`src/hdl/warning_subframe_decoder_core_assert.svh`:
```
// Assertion macros used by the warning subframe decoder core.
`ifndef WARNING_SUBFRAME_DECODER_CORE_ASSERT_SVH
`define WARNING_SUBFRAME_DECODER_CORE_ASSERT_SVH

// Same-cycle implication, checked at every rising clock edge outside reset.
`define WSD_ASSERT_IMP(lbl, ante, cons, msg) \
  lbl: assert property (@(posedge clk_i) disable iff (!rst_ni) (ante) |-> (cons)) \
    else $error(msg);

// Next-cycle implication.
`define WSD_ASSERT_NXT(lbl, ante, cons, msg) \
  lbl: assert property (@(posedge clk_i) disable iff (!rst_ni) (ante) |=> (cons)) \
    else $error(msg);

`endif

```
`src/hdl/wsd_pkg.sv`:
```
// Types, code tables and lookup functions of the warning subframe decoder.
package wsd_pkg;

  localparam int AreaTableSize = 53;
  localparam int PayloadBits   = 16;

  typedef enum logic [1:0] {
    KIND_AREA = 2'd0,
    KIND_DATE = 2'd1,
    KIND_TIME = 2'd2
  } wsd_kind_e;

  typedef enum logic {
    CFG_CODE_A = 1'b0,
    CFG_CODE_B = 1'b1
  } wsd_cfg_e;

  typedef enum logic [1:0] {
    CLS_NONE = 2'd0,
    CLS_ZERO = 2'd1,
    CLS_ONE  = 2'd2,
    CLS_RSVD = 2'd3
  } wsd_cls_e;

  typedef struct packed {
    wsd_kind_e   field_kind;
    logic        start_form;
    logic        sync_select;
    logic [5:0]  area_index;
    logic [11:0] zone_code;
    logic [4:0]  day_of_month;
    logic [3:0]  month_number;
    logic [4:0]  hour_of_day;
    logic [3:0]  year_cycle;
    logic        even_flag;
    logic        alarm_on;
  } wsd_result_t;

  localparam logic [11:0] AREA_TAB [AreaTableSize] = '{
    12'h34D, 12'h5A5, 12'h72A, 12'h8D5, 12'h699, 12'h553,
    12'h16B, 12'h467, 12'h5D4, 12'h758, 12'hAC6, 12'hE4C,
    12'h1AE, 12'hC69, 12'hE38, 12'h98B, 12'h64B, 12'h1C7,
    12'hAAC, 12'h56C, 12'h4CE, 12'h539, 12'h6A6, 12'h92D,
    12'hD4A, 12'h9D2, 12'hA65, 12'hA5A, 12'h966, 12'h2DC,
    12'hCE4, 12'h59A, 12'hCB2, 12'h674, 12'hA93, 12'h396,
    12'hD23, 12'h31B, 12'h2B5, 12'hB31, 12'hB98, 12'hE62,
    12'h9B4, 12'h19D, 12'h2E3, 12'h62D, 12'h959, 12'hA2B,
    12'h8A7, 12'hC8D, 12'hD1C, 12'hD45, 12'h372
  };

  localparam logic [4:0] DAY_TAB [31] = '{
    5'd16, 5'd8, 5'd24, 5'd4, 5'd20, 5'd12, 5'd28, 5'd2, 5'd18, 5'd10,
    5'd26, 5'd6, 5'd22, 5'd14, 5'd30, 5'd1, 5'd17, 5'd9, 5'd25, 5'd5,
    5'd21, 5'd13, 5'd29, 5'd3, 5'd19, 5'd11, 5'd27, 5'd7, 5'd23, 5'd15,
    5'd31
  };

  localparam logic [4:0] MONTH_TAB [12] = '{
    5'd17, 5'd9, 5'd25, 5'd5, 5'd21, 5'd13, 5'd29, 5'd3, 5'd19, 5'd11,
    5'd27, 5'd7
  };

  localparam logic [4:0] HOUR_TAB [24] = '{
    5'd3, 5'd19, 5'd11, 5'd27, 5'd7, 5'd23, 5'd15, 5'd31, 5'd1, 5'd17,
    5'd9, 5'd25, 5'd5, 5'd21, 5'd13, 5'd29, 5'd2, 5'd18, 5'd10, 5'd26,
    5'd6, 5'd22, 5'd14, 5'd30
  };

  localparam logic [4:0] YEAR_TAB [10] = '{
    5'd21, 5'd13, 5'd29, 5'd3, 5'd19, 5'd11, 5'd17, 5'd9, 5'd25, 5'd5
  };

  // Day 1..31, zero for a code not in the table.
  function automatic logic [4:0] day_lookup(logic [4:0] v);
    logic [4:0] r;
    r = '0;
    for (int i = 0; i < 31; i++) begin
      if (DAY_TAB[i] == v) r = 5'(i + 1);
    end
    return r;
  endfunction

  // Month 1..12, zero for a code not in the table.
  function automatic logic [3:0] month_lookup(logic [4:0] v);
    logic [3:0] r;
    r = '0;
    for (int i = 0; i < 12; i++) begin
      if (MONTH_TAB[i] == v) r = 4'(i + 1);
    end
    return r;
  endfunction

  // {hit, hour 0..23}
  function automatic logic [5:0] hour_lookup(logic [4:0] v);
    logic [5:0] r;
    r = '0;
    for (int i = 0; i < 24; i++) begin
      if (HOUR_TAB[i] == v) r = {1'b1, 5'(i)};
    end
    return r;
  endfunction

  // {hit, cycle 0..9}
  function automatic logic [4:0] year_lookup(logic [4:0] v);
    logic [4:0] r;
    r = '0;
    for (int i = 0; i < 10; i++) begin
      if (YEAR_TAB[i] == v) r = {1'b1, 4'(i)};
    end
    return r;
  endfunction

endpackage

```
`src/hdl/warning_subframe_decoder_core.sv`:
```
// Warning subframe decoder: bit scanner, payload capture and result register.
//
// Input stream: one classified bit period per request (tdata[1:0]: 0 none,
// 1 zero, 2 one, 3 read as zero). A none bit drops back to sync search.
// A 16-bit sliding window is compared with fixed_code_a / fixed_code_b; after
// a match the next 16 bits form a payload that is decoded as area, date or
// time. A valid field gives one result request; everything else gives none.
// Configuration: cfg_we_i writes cfg_data_i to register cfg_idx_i
// (0 fixed_code_a, 1 fixed_code_b); write only while idle.
// Throughput: one input bit per cycle unless the last payload bit waits (below).
// The result of the last payload bit is registered, valid the cycle after it is taken.
// The output register holds a waiting result; while it stalls, input is still
// taken except on the last payload bit, which waits until the slot frees.
// Reset clears the scanner, the alarm flag and the output valid; the sync words
// return to 0x0E6D and 0xF192.
module warning_subframe_decoder_core import wsd_pkg::*; #(
  parameter int AREA_ENTRIES = 53
) (
  input  logic        clk_i,
  input  logic        rst_ni,
  input  logic        cfg_we_i,
  input  logic        cfg_idx_i,
  input  logic [15:0] cfg_data_i,
  input  logic        s_axis_tvalid,
  output logic        s_axis_tready,
  input  logic [7:0]  s_axis_tdata,   // [1:0] bit_class, rest zero
  output logic        m_axis_tvalid,
  input  logic        m_axis_tready,
  // [1:0] field_kind, [2] start_form, [3] sync_select, [9:4] area_index,
  // [21:10] zone_code, [26:22] day_of_month, [30:27] month_number,
  // [35:31] hour_of_day, [39:36] year_cycle, [40] even_flag, [41] alarm_on
  output logic [47:0] m_axis_tdata
);

  `include "warning_subframe_decoder_core_assert.svh"

  logic [15:0] code_a_q, code_b_q;
  logic        capturing_q, capturing_d;
  logic [15:0] window_q, window_d;
  logic [15:0] payload_q, payload_d;
  logic [4:0]  count_q, count_d;
  logic        sync_sel_q, sync_sel_d;
  logic        alarm_q, alarm_d;
  logic        out_valid_q, out_valid_d;
  wsd_result_t out_q, out_d;

  logic        accept;
  logic        last_bit;
  logic        bit_val;
  logic [15:0] win_next;
  logic [15:0] pay_next;
  wsd_cls_e    cls;
  logic        cls_valid;
  logic        cls_alarm;
  wsd_result_t cls_res;
  logic        load_out;

  assign cls      = wsd_cls_e'(s_axis_tdata[1:0]);
  assign bit_val  = (cls == CLS_ONE);
  assign win_next = {window_q[14:0], bit_val};
  assign pay_next = {payload_q[14:0], bit_val};
  // The last payload bit is the only one that can produce a result.
  assign last_bit = capturing_q && (count_q == 5'(PayloadBits - 1));

  assign s_axis_tready = !last_bit || !out_valid_q || m_axis_tready;
  assign accept        = s_axis_tvalid && s_axis_tready;

  wsd_classify #(
    .AREA_ENTRIES(AREA_ENTRIES)
  ) u_classify (
    .payload_i (pay_next),
    .sync_sel_i(sync_sel_q),
    .alarm_i   (alarm_q),
    .valid_o   (cls_valid),
    .alarm_d_o (cls_alarm),
    .res_o     (cls_res)
  );

  always_comb begin
    capturing_d = capturing_q;
    window_d    = window_q;
    payload_d   = payload_q;
    count_d     = count_q;
    sync_sel_d  = sync_sel_q;
    alarm_d     = alarm_q;
    load_out    = 1'b0;
    if (accept) begin
      if (cls == CLS_NONE) begin
        capturing_d = 1'b0;
        window_d    = '0;
        count_d     = '0;
      end else if (!capturing_q) begin
        window_d = win_next;
        if (win_next == code_a_q || win_next == code_b_q) begin
          sync_sel_d  = (win_next != code_a_q);
          capturing_d = 1'b1;
          payload_d   = '0;
          count_d     = '0;
        end
      end else begin
        payload_d = pay_next;
        count_d   = count_q + 5'd1;
        if (last_bit) begin
          capturing_d = 1'b0;
          window_d    = '0;
          alarm_d     = cls_alarm;
          load_out    = cls_valid;
        end
      end
    end
  end

  always_comb begin
    out_d       = out_q;
    out_valid_d = out_valid_q;
    if (m_axis_tready) out_valid_d = 1'b0;
    if (load_out) begin
      out_d       = cls_res;
      out_valid_d = 1'b1;
    end
  end

  always_ff @(posedge clk_i or negedge rst_ni) begin
    if (!rst_ni) begin
      code_a_q    <= 16'h0E6D;
      code_b_q    <= 16'hF192;
      capturing_q <= 1'b0;
      window_q    <= '0;
      payload_q   <= '0;
      count_q     <= '0;
      sync_sel_q  <= 1'b0;
      alarm_q     <= 1'b0;
      out_valid_q <= 1'b0;
    end else begin
      if (cfg_we_i) begin
        case (wsd_cfg_e'(cfg_idx_i))
          CFG_CODE_A: code_a_q <= cfg_data_i;
          CFG_CODE_B: code_b_q <= cfg_data_i;
          default: ;
        endcase
      end
      capturing_q <= capturing_d;
      window_q    <= window_d;
      payload_q   <= payload_d;
      count_q     <= count_d;
      sync_sel_q  <= sync_sel_d;
      alarm_q     <= alarm_d;
      out_valid_q <= out_valid_d;
    end
  end

  always_ff @(posedge clk_i) begin
    out_q <= out_d;
  end

  assign m_axis_tvalid = out_valid_q;
  assign m_axis_tdata  = {6'd0,
                          out_q.alarm_on,
                          out_q.even_flag,
                          out_q.year_cycle,
                          out_q.hour_of_day,
                          out_q.month_number,
                          out_q.day_of_month,
                          out_q.zone_code,
                          out_q.area_index,
                          out_q.sync_select,
                          out_q.start_form,
                          out_q.field_kind};

  `WSD_ASSERT_IMP(a_count_range, capturing_q, count_q < 5'(PayloadBits), "payload count overrun")
  `WSD_ASSERT_IMP(a_no_overwrite, load_out, !out_valid_q || m_axis_tready, "result overwritten")
  `WSD_ASSERT_NXT(a_capture_ends, accept && last_bit, !capturing_q, "capture did not end")
  `WSD_ASSERT_NXT(a_alarm_match, load_out, m_axis_tvalid && (m_axis_tdata[41] == alarm_q),
                  "alarm flag and result disagree")

endmodule

```
`src/hdl/wsd_classify.sv`:
```
// Payload classifier: area / date / time decode of one completed payload.
module wsd_classify import wsd_pkg::*; #(
  parameter int AREA_ENTRIES = 53
) (
  input  logic [15:0]  payload_i,
  input  logic         sync_sel_i,
  input  logic         alarm_i,
  output logic         valid_o,
  output logic         alarm_d_o,
  output wsd_result_t  res_o
);

  logic [1:0]  pre2;
  logic [2:0]  pre3;
  logic [1:0]  suf;
  logic [4:0]  hi5;
  logic [4:0]  lo5;
  logic [11:0] code;
  logic        area_form;
  logic        date_form;
  logic        time_form;
  logic        area_hit;
  logic [5:0]  hit_pos;
  logic [4:0]  day;
  logic [3:0]  month;
  logic [5:0]  hour_r;
  logic [4:0]  year_r;

  assign pre2 = payload_i[15:14];
  assign pre3 = payload_i[15:13];
  assign suf  = payload_i[1:0];
  assign hi5  = payload_i[12:8];
  assign lo5  = payload_i[6:2];
  assign code = payload_i[13:2];

  assign area_form = (pre2 == 2'b10 && suf == 2'b00) || (pre2 == 2'b01 && suf == 2'b11);
  assign date_form = (pre3 == 3'b010 && suf == 2'b00) || (pre3 == 3'b100 && suf == 2'b11);
  assign time_form = (pre3 == 3'b011 && suf == 2'b00) || (pre3 == 3'b101 && suf == 2'b11);

  // Parallel compare against the area table; first hit wins.
  always_comb begin
    area_hit = 1'b0;
    hit_pos  = '0;
    for (int i = 0; i < AreaTableSize; i++) begin
      if (i < AREA_ENTRIES && !area_hit && AREA_TAB[i] == code) begin
        area_hit = 1'b1;
        hit_pos  = 6'(i);
      end
    end
  end

  assign day    = day_lookup(hi5);
  assign month  = month_lookup(lo5);
  assign hour_r = hour_lookup(hi5);
  assign year_r = year_lookup(lo5);

  always_comb begin
    res_o             = '0;
    res_o.sync_select = sync_sel_i;
    res_o.alarm_on    = alarm_i;
    valid_o           = 1'b0;
    alarm_d_o         = alarm_i;
    if (area_form) begin
      if (area_hit) begin
        valid_o          = 1'b1;
        alarm_d_o        = (pre2 == 2'b10);
        res_o.field_kind = KIND_AREA;
        res_o.start_form = (pre2 == 2'b10);
        res_o.area_index = hit_pos;
        res_o.zone_code  = code;
        res_o.alarm_on   = (pre2 == 2'b10);
      end
    end else if (date_form) begin
      if (day != '0 && month != '0) begin
        valid_o            = 1'b1;
        res_o.field_kind   = KIND_DATE;
        res_o.start_form   = (pre3 == 3'b010);
        res_o.day_of_month = day;
        res_o.month_number = month;
        res_o.even_flag    = payload_i[7];
      end
    end else if (time_form) begin
      if (hour_r[5] && year_r[4]) begin
        valid_o           = 1'b1;
        res_o.field_kind  = KIND_TIME;
        res_o.start_form  = (pre3 == 3'b011);
        res_o.hour_of_day = hour_r[4:0];
        res_o.year_cycle  = year_r[3:0];
        res_o.even_flag   = payload_i[7];
      end
    end
  end

endmodule
```
`config.mk`:
```
export PLATFORM = sky130hd
export DESIGN_NAME = warning_subframe_decoder_core
export DESIGN_NICKNAME = d
export VERILOG_FILES = /design/src/hdl/wsd_pkg.sv /design/src/hdl/warning_subframe_decoder_core.sv /design/src/hdl/wsd_classify.sv
export VERILOG_INCLUDE_DIRS = /design/src /design/src/hdl
export SDC_FILE = /design/constraint.sdc
export NUM_CORES = 1
export LEC_CHECK = 0
export BUFFER_PORTS_ARGS = -buffer_cell sky130_fd_sc_hd__clkbuf_2
export CAP_MARGIN = 20
export CORE_ASPECT_RATIO = 1.75
export CORE_MARGIN = 3
export CORE_UTILIZATION = 63
export CTS_CLUSTER_DIAMETER = 80
export DETAILED_ROUTE_END_ITERATION = 10
export PLACE_DENSITY = 0.91
export SKIP_LAST_GASP = 1
export SYNTH_ARGS = -nofsm -noshare
export SYNTH_HDL_FRONTEND = slang
export SYNTH_HIERARCHICAL = 1
export SYNTH_SLANG_ARGS = --single-unit
export TNS_END_PERCENT = 5
```
`constraint.sdc`:
```
create_clock -name clk_i -period 5.4 [get_ports clk_i]
set_input_delay 0.81 -clock clk_i [delete_from_list [all_inputs] [get_ports clk_i]]
set_output_delay 0.81 -clock clk_i [all_outputs]
set_load 0.01 [all_outputs]
```
==> results.txt, run 1 <==
- Worst setup path category: reg2reg
- Combinational group share of total power: 6.9%
- Number of buffers added to fix hold violations after cts: 0
- Final setup violation count: 0
- Maximum number of pins on one net before global-route repair: between 70 and 80
- Category of the worst setup path capture point: register
- At the end of routability-driven placement, the weighted congestion stood at 0.9900.
- The count of pins over their slew limit is 0.
* Worst-Skew Late Latency: 0.42 ns
* Clock-pin slew reported for the worst setup and hold paths after clock tree synthesis: around 0.06 ns
* Number of remaining DRC errors: 0
- The biggest area contributor in the post-synthesis netlist is dfrtp_1.
- P_leak: 3.035 nW
- After global routing the overflow that remains totals 0.
- Hold Vio Cnt, Final: 0
- Number of enable-type register cells in the synthesized netlist: 42
- First-pass GRT wire length: around 28 mm
- Number of library cell types mapped by synthesis: 73
- The total area inside the core boundary comes to about 9600 um^2.
- Initial Utilization: 65.80%
* Most frequent cells after synthesis: 55 x dfrtp_1, 55 x nand2_1, 45 x nand3_1, 42 x edfxtp_1, 28 x mux2_1
- After layout, the minimum clock period comes to 4.413 ns.
- Top flip-flop cell by instance count after synthesis: dfrtp_1
* Net switching share of the total power: 23.87%
* Setup_tns: 0 ns
- Wires add up to 18.46 mm.
* Worst hold path class: reg2reg
* Net Switching: 0.5638 mW
- The first detailed-routing pass ran for 6 iterations.
* CP Max Fanout: 43
* Share of power burned in registers: 42.5%
- Buffers added to address setup during post-CTS repair amount to 0.
* Unrepaired setup endpoints after global routing: false
- From left edge to right edge, the die measures 81.64 um.
* Final nets: between 600 and 700
* Worst flop-to-flop path startpoint: payload_q[4]$_DFFE_PN0P_
- In this run the mean area of a mapped cell was 10.89 um^2.
- Post-DP HPWL: between 10 and 15 mm
* Post-detailed-route wirelength per cell: about 24 um
- After synthesis, the largest area contributor takes up 21.82% of total cell area.
- Period utilisation layout: 81.73%
- After synthesis, the cell types taking the most area are dfrtp_1 22%, edfxtp_1 20%, dfstp_2 6.7%.
* Peak clock frequency supported by timing: about 0.23 GHz
- The clock network burns 50.5% of the power.
- Counting along the longest clock path gives a buffer depth of 2.
* Worst path required time: 5.71 ns
- Synthesized netlist cell count: 579
- Data arrives at the worst endpoint at 4.72 ns.
- Antenna violations before repair: 0
* Clock buffer count from CTS: 17
- The detailed router finished its first iteration with around 520 violations.
- Input/output buffers: 67
- The worst register-to-register path has a setup slack of 0.99 ns.
- The number of global-route vias before repair came to 5261.
- Vias: between 5000 and 6000
- The floorplan step defined a die boundary enclosing 11300 um^2.
- Io pins: 80
- Using the TritonRoute via totals, the vias-per-cell ratio works out to 6.719.
* Count of nets left with antenna violations after detail routing: 0
- The synthesized netlist occupies a cell area of 6307 um^2.
- After floorplanning, the core was divided into 47 placement rows.
- Fraction of registers with async set/reset: 62.83%
- In this run the critical register-to-register path is captured at m_axis_tvalid$_DFFE_PN0P_.
* Post-Layout Inst Area: 7352 um^2
- Maxcap violations: 0
* Proportion of layout cells with a drive suffix above 1: 26.07%
- Max-slew headroom: 21.55%
- Of the synthesized area, sequential elements account for 48.48%.
- Layout area overhead: 16.56%
- The worst setup path is launched from a register.
- H-tree Lvls: 4
* CTS tree: yes
- Synthesis Warnings: 6
- In this run, synthesis produced a sequential element count of between 100 and 150.
- Cell at the root of the clock tree: clkbuf_16
- VDD sags by at most 0.0002784 V.
* Die Span Y: 138.4 um
* PD cells: 321.3 nW/um^2
- Following the worst setup path forward leads to its endpoint at m_axis_tvalid$_DFFE_PN0P_.
* Clock net sink count: about 110
- Area of placed instances: 6706 um^2
* Antenna Diode Count: 0
- Gates resized during post-CTS repair numbered 0.
- Actual transition at the worst max-transition pin: 1.161 ns
* Launch point of the critical path: payload_q[4]$_DFFE_PN0P_
* Tot GR Track Use: 33.63%
* Internal power contribution: 1.798 mW
- Reg2Reg Depth: 10
- The flow ran to the end, and the final reports show no timing, DRC or antenna violations.
- The clock arrives with between 0.01 and 0.015 ns of skew.
-- critical path, cell delays in order, from the launching register on --
cell,delay (ns)
dfrtp_1,0.84
nor4b_1,0.22
buf_2,0.21
nand2_1,0.09
o21ai_1,0.14
or4_4,0.59
or4_4,0.62
o21bai_1,0.59
nand2_1,0.15
and3_2,0.56
a21o_1,0.28
-- metrics by stage --
| step | hold WS, ns | util, % | std cells | worst slack, ns | power, mW |
|---|---|---|---|---|---|
| after floorplan | 0.4642 | - | 584 | 1.802 | 1.114 |
| after global placement | 0.4740 | 69.91 | 744 | 1.255 | 1.155 |
| after detailed placement | 0.4782 | 69.96 | 745 | 1.179 | 1.171 |
| after CTS | 0.4991 | 76.54 | 777 | 1.111 | 2.362 |
| after global routing | 0.5014 | 76.70 | 778 | 0.8467 | 2.429 |
| final | 0.5060 | 76.70 | 778 | 0.9867 | 2.362 |
-- layer usage --
metal,track usage [%],wire length (um)
met5,0,0
met4,19.79,1468
met3,7.227,1025
met2,58.81,9793
met1,35.75,6171
-- how the worst min path moves through the flow --
| stage | cells after the start | slack (ns) | to | start |
|---|---|---|---|---|
| floorplan | 1 | 0.46 | alarm_q$_DFFE_PN0P_ | alarm_q$_DFFE_PN0P_ |
| global placement | 1 | 0.47 | alarm_q$_DFFE_PN0P_ | alarm_q$_DFFE_PN0P_ |
| detailed placement | 0 | 0.48 | m_axis_tdata[3]$_DFFE_PP_ | sync_sel_q$_DFFE_PN0P_ |
| CTS | 0 | 0.50 | m_axis_tdata[3]$_DFFE_PP_ | sync_sel_q$_DFFE_PN0P_ |
| global route | 0 | 0.50 | m_axis_tdata[3]$_DFFE_PP_ | sync_sel_q$_DFFE_PN0P_ |
| finish | 0 | 0.51 | m_axis_tdata[3]$_DFFE_PP_ | sync_sel_q$_DFFE_PN0P_ |
-- power by group through the flow --
stage	clock network (mW)	logic, mW	registers (mW)
2_1_floorplan	0	0.120	0.994
3_3_place_gp	0	0.146	1.01
3_5_place_dp	0	0.156	1.02
4_1_cts	1.20	0.161	1.00
5_1_grt	1.24	0.177	1.01
6_report	1.19	0.164	1.00
-- sequential cells by signal, summed over array words and instances, names as in the netlist --
signal	cells
alarm_q	1
capturing_q	1
code_a_q	16
code_b_q	16
count_q	5
m_axis_tdata	42
m_axis_tvalid	1
payload_q	15
sync_sel_q	1
window_q	15
-- placed cells by master (no fill, tap or decap), drive strengths merged, types with 2 or more instances in the layout --
cell type	instances
a21oi	9
a22o	19
a22oi	4
a2bb2oi	2
a311oi	2
a31o	3
a31oi	6
and2	27
and3	16
and4b	13
buf	17
bufinv	4
clkbuf	83
clkinv	5
clkinvlp	2
conb	6
dfrtp	55
dfstp	16
edfxtp	42
ha	2
inv	14
mux2	34
nand2	56
nand2b	2
nand3	45
nand4	8
nand4b	3
nor2	14
nor2b	6
nor3	13
nor3b	3
nor4	8
nor4b	16
nor4bb	18
o21ai	26
o21ba	2
o31ai	2
or4	3
xnor2	12
xor2	22
-- area by class of cell --
type                    instances  area [um^2]
clock buffers                  17        425.4
clock inverters                15        205.2
fillers                       555         2233
inverters                      10        37.54
multi-input cells             418         3013
flip-flops and latches        113         3058
well taps                     122        152.6
repair buffers                 83        460.4
-- cells by family after synthesis --
kind of cell | after synthesis | share of synthesized area [%]
AO/OA/AOI/OAI | 83 | 9.502
multiplexers | 35 | 6.229
buffers and inverters | 53 | 4.523
AND/OR/NAND/NOR | 258 | 26.09
XOR/XNOR | 34 | 4.721
adder cells (fa/ha/maj) | 2 | 0.3967
other | 1 | 0.05945
flip-flops | 113 | 48.48
Power figures use the tool's default switching activity.
==> run 2, diff against run 1 <==
CORE_UTILIZATION = 53   (was 63)
PLACE_DENSITY = 0.82   (was 0.91)
clock period = 3.9 ns   (was 5.4 ns; I/O delays follow)
==> run 2 against run 1 <==
Compared with the run above:
- clock-buffer cell count did not move
- critical path type unchanged
- combinational power up 36%
- maximum frequency grew 21%
- core utilization decreased by 12 points
- sequential share of layout area down 0.48 points
- critical path depth shrank 1
- via count fell by 1.1%
- clock skew is 0.0022 ns lower
- largest power group unchanged
- routed wire length down 8.8%
- power up 29%
==> results.txt, run 2 (synthesized netlist as in run 1, its figures left out) <==
- Proportion of layout cells with a drive suffix above 1: 27.81% (was 26.07%)
* Mean number of vias per cell: 6.375 (was 6.719)
- CP Max Fanout: 37 (was 43)
- The cell chosen for the clock root was clkbuf_16 (unchanged).
- Setup_tns: 0 ns (unchanged)
* Net switching share of the total power: 24.58% (was 23.87%)
* Number of buffers on the longest clock path: 2 (unchanged)
- The type of element launching the critical path is a register (unchanged).
- The element type at the critical path end was a register (unchanged).
- The worst-case vdd ir drop came to 0.0003466 V (was 0.0002784 V).
* Fill cells: 898 (was 555)
- Vias: 5170 (was 5227)
- The hold buffer count at cts is 0 (unchanged).
- The weighted congestion reported at the end of routability-driven placement was 0.9229 (was 0.9900).
- Post-DP HPWL: 12.17 mm (was 12.25 mm)
- Pins Over Slew Limit: 0 (unchanged)
- The vertical die dimension came to 150.3 um (was 138.4 um).
* Data arrival, critical path: 3.75 ns (was 4.72 ns)
- The clock tree from TritonCTS is yes (unchanged).
- The placed cell count came to 776 (was 745).
- Horiz. Die Dim: 88.47 um (was 81.64 um)
- Area of combinational cells with multiple inputs: 3000 um^2 (was 3013 um^2)
- Number of DRC markers after the initial detailed-route iteration: 569 (was 516)
- The top-level port count was 80 (unchanged).
- P_leak: 3.113 nW (was 3.035 nW)
* Final routed wirelength across all metal layers: 16.83 mm (was 18.46 mm)
- The global-route total usage across every layer is 26.94% (was 33.63%).
- Clock buffer count from CTS: 17 (unchanged)
* Unrepaired setup endpoints after global routing: false (unchanged)
- The switching power of the nets came to 0.7488 mW (was 0.5638 mW).
* Reg2Reg Depth: 9 (was 10)
* Detailed Routing Iterations Pass 1: 7 (was 6)
* PD cells: 409.5 nW/um^2 (was 321.3 nW/um^2)
- The remaining antenna violation count came to 0 (unchanged).
- The number of maximum-capacitance constraint violations is 0 (unchanged).
- The core footprint came to 11580 um^2 (was 9585 um^2).
- Row Count: 52 (was 47)
* Peak clock frequency supported by timing: 0.2740 GHz (was 0.2266 GHz)
- The class of the tightest hold or removal check is in2async (was reg2reg).
* Internal power contribution: 2.297 mW (was 1.798 mW)
* Clock-pin slew reported for the worst setup and hold paths after clock tree synthesis: 0.05 ns (was 0.06 ns)
- The number of antenna cells inserted came to 0 (unchanged).
- The layout net count came to 695 (was 675).
* Max-slew headroom: 19.36% (was 21.55%)
- Clock net sink count: 113 (unchanged)
- The quantity of I/O buffers inserted on ports came to 67 (unchanged).
* Initial Utilization: 54.46% (was 65.80%)
- Largest register FFs: 42 (unchanged)
- Most frequent cells in the layout: 67 x clkbuf_2, 55 x nand2_1, 55 x dfrtp_1, 45 x nand3_1, 42 x edfxtp_1 (was 66 x clkbuf_2, 55 x nand2_1, 55 x dfrtp_1, 45 x nand3_1, 42 x edfxtp_1).
* Share of power burned in the clock network: 47.4% (was 50.5%)
* H-tree Lvls: 4 (unchanged)
- Hold Vio Cnt, Final: 0 (unchanged)
- The number of remaining DRC errors is 0 (unchanged).
- Worst path required time: 4.00 ns (was 5.71 ns)
- Post-cts resize count: 0 (unchanged)
* Total area of sequential cells: 3058 um^2 (unchanged)
- Antenna violations before repair: 0 (unchanged)
- Most common library cell in the layout ignoring fill and taps: clkbuf_2 (unchanged)
- The pin slew with the least headroom to its limit was 1.193 ns (was 1.161 ns).
* Outcome: complete, no violations (unchanged)
* Worst setup path category: reg2reg (unchanged)
- The clock insertion delay at the later pin of the skew report was 0.41 ns (was 0.42 ns).
- Share of power burned in registers: 45.3% (was 42.5%)
- Vias in the first global route: 5117 (was 5261)
* Period utilisation layout: 93.59% (was 81.73%)
* Skew final: 0.008677 ns (was 0.01087 ns)
* First-pass GRT wire length: 26.90 mm (was 28.18 mm)
- Setup fix buffers added after clock tree synthesis: 0 (unchanged)
* Final setup violation count: 0 (unchanged)
* Layout area overhead: 17.93% (was 16.56%)
* DIE AREA: 13300 um^2 (was 11300 um^2)
- Count of placed standard cells in the final layout, fillers left out: 811 (was 778)
- The sum of overflow across all layers after global routing came to 0 (unchanged).
- Combinational group share of total power: 7.3% (was 6.9%)
* Post-detailed-route wirelength per cell: 20.76 um (was 23.72 um)
* Min Clock Period, post-route: 3.650 ns (was 4.413 ns)
* Maximum number of pins on one net before global-route repair: 42 (was 72)
-- run 2: cell types whose count changed in the layout (fill, tap and decap cells not counted) --
| cell | previous run | this run |
|---|---|---|
| bufinv_16 | 4 | 1 |
| clkinv_1 | 1 | 2 |
| nor4bb_2 | 4 | 2 |
| buf_4 | 14 | 31 |
| nor4bb_1 | 14 | 16 |
| clkbuf_2 | 66 | 67 |
| inv_6 | 4 | 6 |
| clkinv_2 | 1 | 2 |
| buf_2 | 2 | 3 |
| buf_12 | 0 | 1 |
| inv_4 | 0 | 1 |
| clkinv_4 | 3 | 1 |
-- run 2: layer usage --
metal,GRT usage (%),share of wire [%],vias to the layer above
li1,-,-,2317
met1,28.42,34,2503
met2,47.71,54,271
met3,5.367,5.6,79
met4,16.64,6.5,0
met5,0,0,-
-- run 2: final cells by class --
type	count	share of cell area, %
repair buffers	103	8.310
well taps	135	2.271
clock inverters	15	1.749
inverters	10	0.5046
flip-flops and latches	113	41.11
clock buffers	17	5.719
multi-input cells	418	40.34
-- run 2: worst paths after layout --
| check | slack (ns) | endpoint | start |
|---|---|---|---|
| hold reg to reg | 0.49 | alarm_q$_DFFE_PN0P_ | alarm_q$_DFFE_PN0P_ |
| hold / removal | 0.28 | code_b_q[11]$_DFFE_PN0P_ | rst_ni |
| max in group asynchronous | 2.71 | count_q[2]$_DFFE_PN0P_ | rst_ni |
| setup / recovery | 0.25 | m_axis_tdata[26]$_DFFE_PP_ | payload_q[8]$_DFFE_PN0P_ |
| min in group clk_i | 0.40 | code_b_q[6]$_DFFE_PN0P_ | cfg_data_i[6] |
| setup reg to reg | 0.25 | m_axis_tdata[26]$_DFFE_PP_ | payload_q[8]$_DFFE_PN0P_ |
-- run 2: stage by stage --
stage / utilization [%] / instance area, um^2 / hold slack, ns / setup WS, ns / power [mW]
5_1_grt: 64.23 / 7438 / 0.3293 / 0.2339 / 3.162
4_1_cts: 64.01 / 7413 / 0.2992 / 0.4545 / 3.063
2_1_floorplan: - / 6326 / 0.2894 / 0.4110 / 1.543
3_5_place_dp: 59.22 / 6858 / 0.4828 / 0.4632 / 1.616
3_3_place_gp: 59.17 / 6853 / 0.4749 / 0.4124 / 1.600
6_report: 64.23 / 7438 / 0.2781 / 0.2501 / 3.046
-- run 2: critical path, cell delays in order (launching register included) --
cell	delay [ns]
dfrtp_1	0.56
nor4bb_1	1.05
nand3_1	0.29
and3_1	0.31
nand4_1	0.16
nand4bb_1	0.27
o21bai_1	0.12
nand2_1	0.10
and3_2	0.23
buf_12	0.21
-- run 2: power by group through the flow --
| stage | Sequential (mW) | Clock, mW | Combinational (mW) |
|---|---|---|---|
| after floorplan | 1.38 | 0 | 0.166 |
| after global placement | 1.39 | 0 | 0.208 |
| after detailed placement | 1.40 | 0 | 0.218 |
| after CTS | 1.38 | 1.46 | 0.222 |
| after global routing | 1.39 | 1.53 | 0.248 |
| final | 1.38 | 1.44 | 0.223 |
